$ cat src/hdl/ffp_pkg.sv
`timescale 1ns / 1ps

package ffp_pkg;

   localparam int FrameLen   = 9;
   localparam int BccLen     = 7;
   localparam int FillW      = 4;
   localparam int QueueDepth = 2;

   localparam logic [7:0] FRAME_HEADER = 8'h7A;
   localparam logic [7:0] FRAME_TAIL   = 8'h7B;
   localparam logic [7:0] TYPE_COUNT   = 8'd5;

   localparam logic [7:0] X_ADDR_RESET  = 8'd1;
   localparam logic [7:0] Y_ADDR_RESET  = 8'd2;
   localparam logic [7:0] TIMEOUT_RESET = 8'd20;
   localparam logic [7:0] IDLE_MAX      = 8'hFF;

   typedef enum logic {
      ACT_BYTE = 1'b0,
      ACT_TICK = 1'b1
   } action_type;

   typedef enum logic [1:0] {
      CSR_X_ADDR  = 2'd0,
      CSR_Y_ADDR  = 2'd1,
      CSR_TIMEOUT = 2'd2
   } csr_index_type;

   typedef enum logic [1:0] {
      ST_OK        = 2'd0,
      ST_FRAME_ERR = 2'd1,
      ST_BCC_ERR   = 2'd2,
      ST_TIMEOUT   = 2'd3
   } status_type;

   typedef struct packed {
      logic [7:0] x_addr;
      logic [7:0] y_addr;
      logic [7:0] timeout;
   } cfg_type;

   typedef struct packed {
      action_type action;
      logic [7:0] rx_byte;
   } word_type;

   typedef struct packed {
      logic     valid;
      word_type word;
   } queue_head_type;

   typedef struct packed {
      status_type  status;
      logic        axis_known;
      logic        axis;
      logic [2:0]  fb_kind;
      logic [31:0] feedback_value;
   } result_type;

endpackage

$ cat src/hdl/ffp_if.sv
`timescale 1ns / 1ps

interface ffp_req_if;
   logic       valid;
   logic       ready;
   logic       action;
   logic [7:0] rx_byte;

   modport source (output valid, output action, output rx_byte, input ready);
   modport sink   (input valid, input action, input rx_byte, output ready);
endinterface

interface ffp_rsp_if;
   logic        valid;
   logic        ready;
   logic [1:0]  status;
   logic        axis_known;
   logic        axis;
   logic [2:0]  fb_kind;
   logic [31:0] feedback_value;

   modport source (output valid, output status, output axis_known, output axis,
                   output fb_kind, output feedback_value, input ready);
   modport sink   (input valid, input status, input axis_known, input axis,
                   input fb_kind, input feedback_value, output ready);
endinterface

interface ffp_csr_if;
   logic       valid;
   logic       ready;
   logic [1:0] index;
   logic [7:0] data;

   modport source (output valid, output index, output data, input ready);
   modport sink   (input valid, input index, input data, output ready);
endinterface

$ cat src/hdl/ffp_front.sv
`timescale 1ns / 1ps

module ffp_front (
   input  logic                    clock,
   input  logic                    reset,
   ffp_req_if.sink                 req,
   output ffp_pkg::queue_head_type head,
   input  logic                    pop
);

   ffp_pkg::word_type entries_ff [ffp_pkg::QueueDepth];
   logic              wr_ptr_ff, wr_ptr_in;
   logic              rd_ptr_ff, rd_ptr_in;
   logic [1:0]        count_ff, count_in;
   logic              push;
   logic              do_pop;
   ffp_pkg::word_type word;

   always_comb begin
      word.action  = ffp_pkg::action_type'(req.action);
      word.rx_byte = req.rx_byte;
   end

   assign req.ready = (count_ff != 2'(ffp_pkg::QueueDepth));
   assign push      = req.valid && req.ready;
   assign do_pop    = pop && (count_ff != 2'd0);

   assign head.valid = (count_ff != 2'd0);
   assign head.word  = entries_ff[rd_ptr_ff];

   always_comb begin
      wr_ptr_in = push ? ~wr_ptr_ff : wr_ptr_ff;
      rd_ptr_in = do_pop ? ~rd_ptr_ff : rd_ptr_ff;
      count_in  = count_ff;
      case ({push, do_pop})
         2'b10:   count_in = count_ff + 2'd1;
         2'b01:   count_in = count_ff - 2'd1;
         default: count_in = count_ff;
      endcase
   end

   always_ff @(posedge clock) begin
      if (reset) begin
         wr_ptr_ff <= 1'b0;
         rd_ptr_ff <= 1'b0;
         count_ff  <= 2'd0;
      end else begin
         wr_ptr_ff <= wr_ptr_in;
         rd_ptr_ff <= rd_ptr_in;
         count_ff  <= count_in;
      end
   end

   always_ff @(posedge clock) begin
      if (push) begin
         entries_ff[wr_ptr_ff] <= word;
      end
   end

endmodule

$ cat src/hdl/ffp_back.sv
`timescale 1ns / 1ps

module ffp_back (
   input  logic                    clock,
   input  logic                    reset,
   input  ffp_pkg::cfg_type        cfg,
   input  ffp_pkg::queue_head_type head,
   output logic                    pop,
   ffp_rsp_if.source               rsp
);

   logic [7:0]               store_ff [ffp_pkg::FrameLen];
   logic [7:0]               store_in [ffp_pkg::FrameLen];
   logic [7:0]               full     [ffp_pkg::FrameLen];
   logic [ffp_pkg::FillW-1:0] fill_ff, fill_in;
   logic [7:0]               idle_ff, idle_in;
   logic                     out_valid_ff, out_valid_in;
   ffp_pkg::result_type      out_ff, out_in;
   logic                     can_adv;
   logic [7:0]               byte_in;
   logic [7:0]               bcc;
   logic                     is_x;
   logic                     known;
   logic                     frame_bad;
   logic [ffp_pkg::FillW-1:0] hdr_pos;
   logic                     hdr_found;
   logic [ffp_pkg::FillW:0]  src;

   assign can_adv = !out_valid_ff || rsp.ready;
   assign pop     = head.valid && can_adv;
   assign byte_in = head.word.rx_byte;

   // frame as it stands once the incoming word lands in the last slot
   always_comb begin
      for (int i = 0; i < ffp_pkg::FrameLen - 1; i++) begin
         full[i] = store_ff[i];
      end
      full[ffp_pkg::FrameLen-1] = byte_in;
   end

   always_comb begin
      bcc = 8'd0;
      for (int i = 0; i < ffp_pkg::BccLen; i++) begin
         bcc = bcc ^ full[i];
      end
   end

   assign is_x      = (full[1] == cfg.x_addr);
   assign known     = is_x || (full[1] == cfg.y_addr);
   assign frame_bad = (full[0] != ffp_pkg::FRAME_HEADER)
                   || (full[ffp_pkg::FrameLen-1] != ffp_pkg::FRAME_TAIL)
                   || !known || (full[2] >= ffp_pkg::TYPE_COUNT);

   // first header byte past position zero
   always_comb begin
      hdr_pos   = '0;
      hdr_found = 1'b0;
      for (int i = ffp_pkg::FrameLen - 1; i >= 1; i--) begin
         if (full[i] == ffp_pkg::FRAME_HEADER) begin
            hdr_pos   = ffp_pkg::FillW'(i);
            hdr_found = 1'b1;
         end
      end
   end

   always_comb begin
      fill_in      = fill_ff;
      idle_in      = idle_ff;
      out_in       = out_ff;
      out_valid_in = out_valid_ff && !rsp.ready;
      src          = '0;
      for (int i = 0; i < ffp_pkg::FrameLen; i++) begin
         store_in[i] = store_ff[i];
      end

      if (pop) begin
         out_valid_in = 1'b0;
         if (head.word.action == ffp_pkg::ACT_TICK) begin
            if (idle_ff != ffp_pkg::IDLE_MAX) begin
               idle_in = idle_ff + 8'd1;
            end
            if ((fill_ff != '0) && (idle_in >= cfg.timeout)) begin
               fill_in      = '0;
               out_valid_in = 1'b1;
               out_in       = '{status: ffp_pkg::ST_TIMEOUT, axis_known: 1'b0,
                                axis: 1'b0, fb_kind: 3'd0,
                                feedback_value: 32'd0};
            end
         end else begin
            idle_in = 8'd0;
            if (fill_ff == '0) begin
               if (byte_in == ffp_pkg::FRAME_HEADER) begin
                  store_in[0] = byte_in;
                  fill_in     = ffp_pkg::FillW'(1);
               end
            end else if (fill_ff >= ffp_pkg::FillW'(ffp_pkg::FrameLen)) begin
               fill_in = '0;
            end else if (fill_ff != ffp_pkg::FillW'(ffp_pkg::FrameLen - 1)) begin
               store_in[fill_ff] = byte_in;
               fill_in           = fill_ff + ffp_pkg::FillW'(1);
            end else begin
               out_valid_in             = 1'b1;
               out_in.axis_known        = known;
               out_in.axis              = !is_x && known;
               out_in.fb_kind           = full[2][2:0];
               out_in.feedback_value    = {full[3], full[4], full[5], full[6]};
               if (frame_bad) begin
                  out_in.status = ffp_pkg::ST_FRAME_ERR;
               end else if (bcc != full[ffp_pkg::BccLen]) begin
                  out_in.status = ffp_pkg::ST_BCC_ERR;
               end else begin
                  out_in.status = ffp_pkg::ST_OK;
               end
               if (out_in.status == ffp_pkg::ST_OK || !hdr_found) begin
                  fill_in = '0;
               end else begin
                  // shift the tail from the next header down to the front
                  fill_in = ffp_pkg::FillW'(ffp_pkg::FrameLen) - hdr_pos;
                  for (int i = 0; i < ffp_pkg::FrameLen; i++) begin
                     src = (ffp_pkg::FillW + 1)'(i) + {1'b0, hdr_pos};
                     if (src < (ffp_pkg::FillW + 1)'(ffp_pkg::FrameLen)) begin
                        store_in[i] = full[src[ffp_pkg::FillW-1:0]];
                     end
                  end
               end
            end
         end
      end
   end

   always_ff @(posedge clock) begin
      if (reset) begin
         fill_ff      <= '0;
         idle_ff      <= 8'd0;
         out_valid_ff <= 1'b0;
      end else begin
         fill_ff      <= fill_in;
         idle_ff      <= idle_in;
         out_valid_ff <= out_valid_in;
      end
   end

   always_ff @(posedge clock) begin
      out_ff <= out_in;
      for (int i = 0; i < ffp_pkg::FrameLen; i++) begin
         store_ff[i] <= store_in[i];
      end
   end

   assign rsp.valid          = out_valid_ff;
   assign rsp.status         = out_ff.status;
   assign rsp.axis_known     = out_ff.axis_known;
   assign rsp.axis           = out_ff.axis;
   assign rsp.fb_kind        = out_ff.fb_kind;
   assign rsp.feedback_value = out_ff.feedback_value;

endmodule

$ cat src/hdl/feedback_frame_parser.sv
`timescale 1ns / 1ps

// channel    dir  word
// req_chan   in   action, rx_byte (received byte or millisecond tick)
// rsp_chan   out  status, axis_known, axis, fb_kind, feedback_value
// csr_chan   in   index, data (register write, always ready)
//
// One word per cycle sustained while rsp_chan is ready; a result is registered:
// the word is written into the two-word input queue, waits at its head and
// passes the frame check into the output register when it is popped.
// Reset clears the queue, fill count, idle counter and output valid, and loads
// the register reset values.
// A stalled rsp_chan holds the output register, then the queue fills and
// req_chan.ready drops.

module feedback_frame_parser (
   input  logic      clock,
   input  logic      reset,
   ffp_req_if.sink   req_chan,
   ffp_rsp_if.source rsp_chan,
   ffp_csr_if.sink   csr_chan
);

   ffp_pkg::cfg_type        cfg_ff, cfg_in;
   ffp_pkg::queue_head_type head;
   logic                    pop;

   assign csr_chan.ready = 1'b1;

   always_comb begin
      cfg_in = cfg_ff;
      if (csr_chan.valid) begin
         case (csr_chan.index)
            ffp_pkg::CSR_X_ADDR:  cfg_in.x_addr  = csr_chan.data;
            ffp_pkg::CSR_Y_ADDR:  cfg_in.y_addr  = csr_chan.data;
            ffp_pkg::CSR_TIMEOUT: cfg_in.timeout = csr_chan.data;
            default:              cfg_in = cfg_ff;
         endcase
      end
   end

   always_ff @(posedge clock) begin
      if (reset) begin
         cfg_ff <= '{x_addr: ffp_pkg::X_ADDR_RESET, y_addr: ffp_pkg::Y_ADDR_RESET,
                     timeout: ffp_pkg::TIMEOUT_RESET};
      end else begin
         cfg_ff <= cfg_in;
      end
   end

   ffp_front u_front (
      .clock (clock),
      .reset (reset),
      .req   (req_chan),
      .head  (head),
      .pop   (pop)
   );

   ffp_back u_back (
      .clock (clock),
      .reset (reset),
      .cfg   (cfg_ff),
      .head  (head),
      .pop   (pop),
      .rsp   (rsp_chan)
   );

`ifndef SYNTH
   a_timeout_zero: assert property (@(posedge clock) disable iff (reset)
      (rsp_chan.valid && rsp_chan.status == ffp_pkg::ST_TIMEOUT) |->
         (!rsp_chan.axis_known && !rsp_chan.axis &&
          rsp_chan.fb_kind == 3'd0 && rsp_chan.feedback_value == 32'd0))
      else $error("timeout result carries frame fields");

   a_axis_known: assert property (@(posedge clock) disable iff (reset)
      (rsp_chan.valid && rsp_chan.axis) |-> rsp_chan.axis_known)
      else $error("Y axis reported for unknown address");

   a_good_frame: assert property (@(posedge clock) disable iff (reset)
      (rsp_chan.valid && rsp_chan.status == ffp_pkg::ST_OK) |->
         (rsp_chan.axis_known && rsp_chan.fb_kind < 3'd5))
      else $error("good frame with bad address or type");

   a_pop_head: assert property (@(posedge clock) disable iff (reset)
      pop |-> head.valid)
      else $error("pop from empty queue");
`endif

endmodule
$ cat src/flat_wrapper.sv
// flat-port wrapper written by rule: the top's interface ports become plain ports
module feedback_frame_parser_flat 
  (clock, reset, req_chan_valid, req_chan_action, req_chan_rx_byte, req_chan_ready, rsp_chan_valid, rsp_chan_status, rsp_chan_axis_known, rsp_chan_axis, rsp_chan_fb_kind, rsp_chan_feedback_value, rsp_chan_ready, csr_chan_valid, csr_chan_index, csr_chan_data, csr_chan_ready);
  ffp_req_if req_chan_i ();
  ffp_rsp_if rsp_chan_i ();
  ffp_csr_if csr_chan_i ();
  input  logic clock;
  input  logic reset;
  input wire logic [$bits(req_chan_i.valid)-1:0] req_chan_valid;
  input wire logic [$bits(req_chan_i.action)-1:0] req_chan_action;
  input wire logic [$bits(req_chan_i.rx_byte)-1:0] req_chan_rx_byte;
  output wire logic [$bits(req_chan_i.ready)-1:0] req_chan_ready;
  output wire logic [$bits(rsp_chan_i.valid)-1:0] rsp_chan_valid;
  output wire logic [$bits(rsp_chan_i.status)-1:0] rsp_chan_status;
  output wire logic [$bits(rsp_chan_i.axis_known)-1:0] rsp_chan_axis_known;
  output wire logic [$bits(rsp_chan_i.axis)-1:0] rsp_chan_axis;
  output wire logic [$bits(rsp_chan_i.fb_kind)-1:0] rsp_chan_fb_kind;
  output wire logic [$bits(rsp_chan_i.feedback_value)-1:0] rsp_chan_feedback_value;
  input wire logic [$bits(rsp_chan_i.ready)-1:0] rsp_chan_ready;
  input wire logic [$bits(csr_chan_i.valid)-1:0] csr_chan_valid;
  input wire logic [$bits(csr_chan_i.index)-1:0] csr_chan_index;
  input wire logic [$bits(csr_chan_i.data)-1:0] csr_chan_data;
  output wire logic [$bits(csr_chan_i.ready)-1:0] csr_chan_ready;
  assign req_chan_i.valid = req_chan_valid;
  assign req_chan_i.action = req_chan_action;
  assign req_chan_i.rx_byte = req_chan_rx_byte;
  assign req_chan_ready = req_chan_i.ready;
  assign rsp_chan_valid = rsp_chan_i.valid;
  assign rsp_chan_status = rsp_chan_i.status;
  assign rsp_chan_axis_known = rsp_chan_i.axis_known;
  assign rsp_chan_axis = rsp_chan_i.axis;
  assign rsp_chan_fb_kind = rsp_chan_i.fb_kind;
  assign rsp_chan_feedback_value = rsp_chan_i.feedback_value;
  assign rsp_chan_i.ready = rsp_chan_ready;
  assign csr_chan_i.valid = csr_chan_valid;
  assign csr_chan_i.index = csr_chan_index;
  assign csr_chan_i.data = csr_chan_data;
  assign csr_chan_ready = csr_chan_i.ready;
  feedback_frame_parser u_core (.clock(clock), .reset(reset), .req_chan(req_chan_i), .rsp_chan(rsp_chan_i), .csr_chan(csr_chan_i));
endmodule
$ cat config.mk
export PLATFORM = sky130hd
export DESIGN_NAME = feedback_frame_parser_flat
export DESIGN_NICKNAME = d
export VERILOG_FILES = /design/src/hdl/ffp_pkg.sv /design/src/hdl/ffp_if.sv /design/src/hdl/ffp_front.sv /design/src/hdl/ffp_back.sv /design/src/hdl/feedback_frame_parser.sv /design/src/flat_wrapper.sv
export SDC_FILE = /design/constraint.sdc
export NUM_CORES = 1
export LEC_CHECK = 0
export ABC_AREA = 1
export BUFFER_PORTS_ARGS = -buffer_cell sky130_fd_sc_hd__clkbuf_2
export CORE_MARGIN = 2
export CORE_UTILIZATION = 57
export DETAILED_ROUTE_END_ITERATION = 10
export PLACE_DENSITY = 0.78
export REMOVE_ABC_BUFFERS = 1
export SETUP_SLACK_MARGIN = 0.15
export SKIP_LAST_GASP = 1
export SYNTH_ARGS = -nofsm -noshare
export SYNTH_HDL_FRONTEND = slang
export SYNTH_HIERARCHICAL = 1
export SYNTH_SLANG_ARGS = --single-unit
$ cat constraint.sdc
create_clock -name clock -period 3.64 [get_ports clock]
set_clock_uncertainty 0.2 [all_clocks]
set_input_delay 0.728 -clock clock [delete_from_list [all_inputs] [get_ports clock]]
set_output_delay 0.728 -clock clock [all_outputs]
set_load 0.01 [all_outputs]
# Word-level counts from Yosys, hierarchy flattened
# Memory sizes are Yosys's and may differ from the RTL's. A register that Yosys moved wholly into a read port is not among the register bits.
# Index checks and enable logic that the tools add are counted.
# W data, S select, Z words.
[totals]
ff_bits = 80
mem_bits_rw = 90
mem_count = 2
[classes]
magnitude_cmp = 23
eq_ne = 25
n_mux = 97
n_addsub = 13
bitwise_logic = 18
n_reduce_logical = 29
[memory_table]
columns = ["memory", "depth", "width", "rd", "rd_clocked_by_memory_dff", "write_ports", "line_no", "source"]
rows = [
  ["u_core.u_back.store_ff", 9, 8, 9, 0, 9, "ffp_back.sv:12", "logic [7:0] store_ff [ffp_pkg::FrameLen];"],
  ["u_core.u_front.entries_ff", 2, 9, 1, 1, 1, "ffp_front.sv:11", "ffp_pkg::word_type entries_ff [ffp_pkg::QueueDepth];"],
]
[ops]
columns = ["op", "count"]
rows = [
  ["$mux W72", 5],
  ["$bmux W8 S4", 9],
  ["$mux W8", 34],
  ["$mux W39", 5],
  ["$bwmux W72", 1],
  ["$eq A8 B7 Y1 const B", 8],
  ["$mux W64", 1],
  ["$mux W4", 15],
  ["$ge A5 B5 Y1 const B", 10],
  ["$not A4 Y5", 10],
  ["$xor A8 B8 Y8", 6],
  ["$lt A5 B4 Y1 const B", 8],
  ["$demux W8 S4", 1],
  ["$add A3 B4 Y5 const A", 4],
  ["$mux W1", 18],
  ["$eq A8 B8 Y1", 2],
  ["$ne A8 B7 Y1 const B", 2],
  ["$mux W2", 7],
  ["$add A2 B4 Y5 const A", 2],
  ["$add A8 B1 Y8 const B", 1],
  ["$ge A8 B3 Y1 const B", 1],
  ["$ge A8 B8 Y1", 1],
  ["$ne A8 B8 Y1", 1],
  ["$ne A8 B8 Y1 const B", 1],
  ["other kinds (27)", 52],
]

# Depth between registers and ports, before layout
# An unclocked memory read counts as a cell.
[depth]
word_depth = 23
mapped_depth = 23
ltp_nobuf = 19

# Hierarchy
# Netlist, hierarchy kept.
[modules_own_cells]
columns = ["mod", "cells_each", "instances", "area_per_inst_um2", "seq_area_each_um2"]
rows = [
  ["ffp_back", 1653, 1, 10641.5, 3353.2],
  ["feedback_frame_parser", 152, 1, 1102.3, 480.5],
  ["ffp_front", 66, 1, 953.4, 640.6],
]

# Least setup slack after synthesis
# Ideal clock, no wire load.
[synth_timing]
kind = "register to register"
from = "memory u_core.u_back.store_ff[5][7], in the netlist u_core/u_back/store_ff[0][47]"
to = "memory u_core.u_back.store_ff[3][0], in the netlist u_core/u_back/store_ff[0][24], enable pin"
arrival_time_ns = 2.943
stages_incl_launch_ff = 16
required_time_ns = 3.070
period_less_slack_ns = 3.513
slack_ns = 0.127
cell_sequence = "edfxtp_1 > inv_2 > nand4_1 > or2_1 > nand2_2 > nor2_1 > o21ai_2 > clkbuf_1 > ha_1 > inv_1 > xor2_4 > buf_6 > nand3_1 > nand2_1 > a21oi_1 > nor2_1"
[synth_lines]
columns = ["element", "line_no"]
rows = [
  ["start, declared", "ffp_back.sv:12"],
]

==> results.md <==
- Clock Tree Root: clkbuf_16
- Slowest stage cell, crit path: dfxtp_1
- Largest family of logic cells by synthesized area: simple AND/OR/NAND/NOR gates
- Die width: approximately 150 um
- Layout Area Growth over Synthesis: 15.1%
- Synth area leader: edfxtp_1
- Leakage power: between 0.007 and 0.008 uW
- Arrival @ worst endpoint: between 3000 and 4000 ps
- CP dominant cell by count: buf_4
- Post-synthesis compound-gate area fraction: 0.0440
- Area of the multi-input gates: 7140 um2
- Layout cells sized above 1: 0.162
- Iteration-0 DRC Markers: approximately 1700
- Outcome: complete, no violations
- Hpwl dp: about 35 mm
- Hold endpoint: u_core/cfg_ff[4]
- Mux cell area share after synthesis: 0.0102
- DR vias: between 10000 and 15000
- Total CTS buffers: 17
- Post-CTS Hold Buffers: 0
- Area contributors post-synth: edfxtp_1, nand2_1, nand3_1
- Max Clk Rate: 292 MHz
- TritonRoute pass-1 iters: 9
- Clock Pin Slew Worst Setup and Hold Paths: 70 ps
- Ys async rst share: 0
- Number of remaining DRC errors: 0
- Synth Cell Area: about 13000 um2
- Hold wc startpoint: u_core/cfg_ff[4]
- Synth Flop Type: edfxtp_1
- IO Pins: 66
- Slack of the worst reg-to-reg path: between 200 and 250 ps
- Setup WS post-layout: around 210 ps
- Initial Util: 0.582
- EDFF count, synth: about 120
- Buffers on Ports: 64
- Place WS: about 72 ps
- H-tree depth: 4
- Syn_area_per_cell: approximately 6.8 um2
- Final slew viol count: 0
- Worst-Skew Late Latency: 440 ps
- Crit Path Class: reg2reg
- Synth cell types: 50
- Peak VDD IR: around 360 uV
- YS warnings: 6
- Final Hold Vio Count: 0
- Worst-path cell chain: buf_12 > mux2_4 > inv_2 > nand4_1 > buf_4 > nor3_2 > buf_4 > nand2_1 > a21oi_1 > nand4_1 > nand2_1 > nand2_1 > buf_4 > buf_4 > o2111ai_1 > nor2_1 > buf_4
- TritonCTS Sinks: approximately 160
- Adder-cell area share of the yosys netlist: 0.0246
- CTS tree: done
- Max Cap Viol: 0
- Synthesized flop and latch total: about 160
- CP Capture Type: register
- Xor and xnor area share after synthesis: 0.0436
- Die area: roughly 23000 um2
- Worst-path maximum fanout: 9
- Total congestion overflow: 0
- Period Utilization, post-route: 0.941
- Global-route wire length before repair: slightly above 70 mm
- Drt via density: around 6
- Die Ht: between 150 and 200 um
- FF+latch area: 4470 um2
- Clock buffer depth: 2
- Commonest cells in the netlist: nand2_1, nand3_1, inv_1
- # rows: 54
- Core area: ~22000 um2
- Post-synthesis sequential area ratio: 0.352
- RR Endpoint: u_core/u_back/store_ff[0][26]
- Startpoint class of the critical path: register
- Fin crit period: roughly 3400 ps
- Simple-gate share of the synthesized area: 0.432
- WL per Instance: 20.6 um
- Crit-path max cell delay: ~350 ps
- Initial antenna violation count: 0
- Worst Tran Pin Value: slightly above 900 ps
- PD cells: approximately 370 nW/um2
- Tot GR Track Use: 0.394
- RSZ-0062 raised after global routing: no
- Min-delay worst type: reg2reg
- Number of global-route vias before repair: approximately 13000
- Hold path depth: 2
- Worst r2r path cells: 17
- # Post-CTS Setup Buffers: 0
- Largest net degree at the start of global routing: 72
- Routed Antenna Nets: 0
- Relative slew margins: 0.378
- Filler cell count in the final layout: 1889
- Inst Count DP: approximately 2200
- Synth top area share: 0.286
- Setup violators final: 0
- Finished Layout Cells: between 2000 and 2500
- Ant diodes: 0
- Gpl congestion: 1.06
- Cells after synthesis: 1871
- # nets final: a little over 2000
- Required time of the critical path: 3620 ps
- Most frequent cell after synthesis: nand2_1
- Total routed wirelength: roughly 47 mm
logic make-up after synthesis:
| kind of cell | after synthesis |
|---|---|
| adders and majority gates | 25 |
| muxes | 10 |
| xor gates and xnor gates | 55 |
| AOI/OAI and AO/OA | 96 |
| and+or+nand+nor | 1253 |
| DFF | 163 |
| other | 1 |
| buffers and inverters | 268 |
worst max-delay path, delay by kind of cell (launching register included):
family / cells / cell delay [ps]
and+or+nand+nor: 7 / 980
AOI/OAI and AO/OA: 2 / 260
muxes: 1 / 310
DFF: 1 / 350
buffers and inverters: 7 / 1040
stage by stage:
| step | total power (uW) | util | setup TNS (ps) | instance area, um2 | hold WS, ps |
|---|---|---|---|---|---|
| CTS | 5300 | 0.665 | 0 | 14500 | 266 |
| finish | 5350 | 0.669 | 0 | 14600 | 277 |
| detailed placement | 3540 | 0.638 | 0 | 13900 | 258 |
| global route | 5530 | 0.669 | 0 | 14600 | 265 |
| floorplan | 2940 | - | -231070 | 12200 | 229 |
| global placement | 3520 | 0.638 | 0 | 13900 | 248 |
repair_timing:
item / CTS / global route
endpoints found under the hold margin: 0 / 0
endpoints found under the setup margin: 28 / 120
gates cloned: 0 / 2
resized for setup: 2 / 14
pin swaps: 1 / 3
how the worst max path moves through the flow:
stage	from	endpoint	slack (ps)	cells after the start
finish	register	u_core/u_back/store_ff[0][26]	210	17
global route	u_core/u_back/store_ff[0][63]	u_core/u_back/store_ff[0][12]	120	19
CTS	u_core/u_back/store_ff[0][55]	u_core/u_back/store_ff[0][26]	240	16
detailed placement	register	u_core/u_back/store_ff[0][28]	70	17
global placement	register	u_core/u_back/store_ff[0][29]	120	17
floorplan	u_core/u_back/store_ff[0][47]	u_core/u_back/store_ff[0][10]	-2290	17
layout by cell type (no fill, tap or decap), types with 4 or more instances in the layout:
master	n
nand2_4	5
nand4_1	37
mux2_4	5
nand2_1	639
o21ai_1	16
inv_2	33
edfxtp_1	121
a21oi_1	38
nand2_2	8
nor2_4	7
ha_1	23
nor2_1	134
inv_1	138
buf_4	106
nor3_1	19
xor2_1	16
dfxtp_1	42
o21ai_0	20
o211ai_1	4
clkbuf_16	19
mux2_2	4
clkbuf_2	64
inv_6	6
xnor2_1	33
buf_12	13
nand3_1	374
nor3_2	4
nor2_2	18
metal layers:
layer | share of wire | track usage | vias up
met5 | 0 | 0 | -
met4 | 0.072 | 0.249 | 0
met3 | 0.095 | 0.0632 | 185
met2 | 0.46 | 0.638 | 824
met1 | 0.37 | 0.491 | 6225
li1 | - | - | 6360
state kept, by name, indices dropped and copies added, names as in the netlist, named ones only:
signal,count
u_core/u_front/count_ff,2
u_core/u_front/wr_ptr_ff,1
u_core/u_front/rd_ptr_ff,1
u_core/u_back/rsp.axis_known,1
u_core/u_back/rsp.feedback_value,32
u_core/cfg_ff,24
u_core/u_back/store_ff,64
u_core/u_back/fill_ff,4
u_core/u_back/rsp.valid,1
u_core/u_back/rsp.status,2
u_core/u_back/idle_ff,8
u_core/u_front/entries_ff,18
u_core/u_back/rsp.fb_kind,3
u_core/u_back/rsp.axis,1
layout make-up:
class,instances,area share
multi-input cells,1441,0.489
flip-flops and latches,163,0.306
repair buffers,185,0.0967
inverters,174,0.0453
clock buffers,19,0.0311
well taps,280,0.0240
clock inverters,13,0.00762
where the power goes:
part | total [uW] | internal, uW | leakage, uW | switching [uW]
Combinational | 1300 | 422 | 0.00519 | 881
Sequential | 2260 | 2190 | 0.00158 | 66.9
Clock | 1790 | 939 | 0.000279 | 849
No activity file was read; power rests on OpenSTA's default activity.
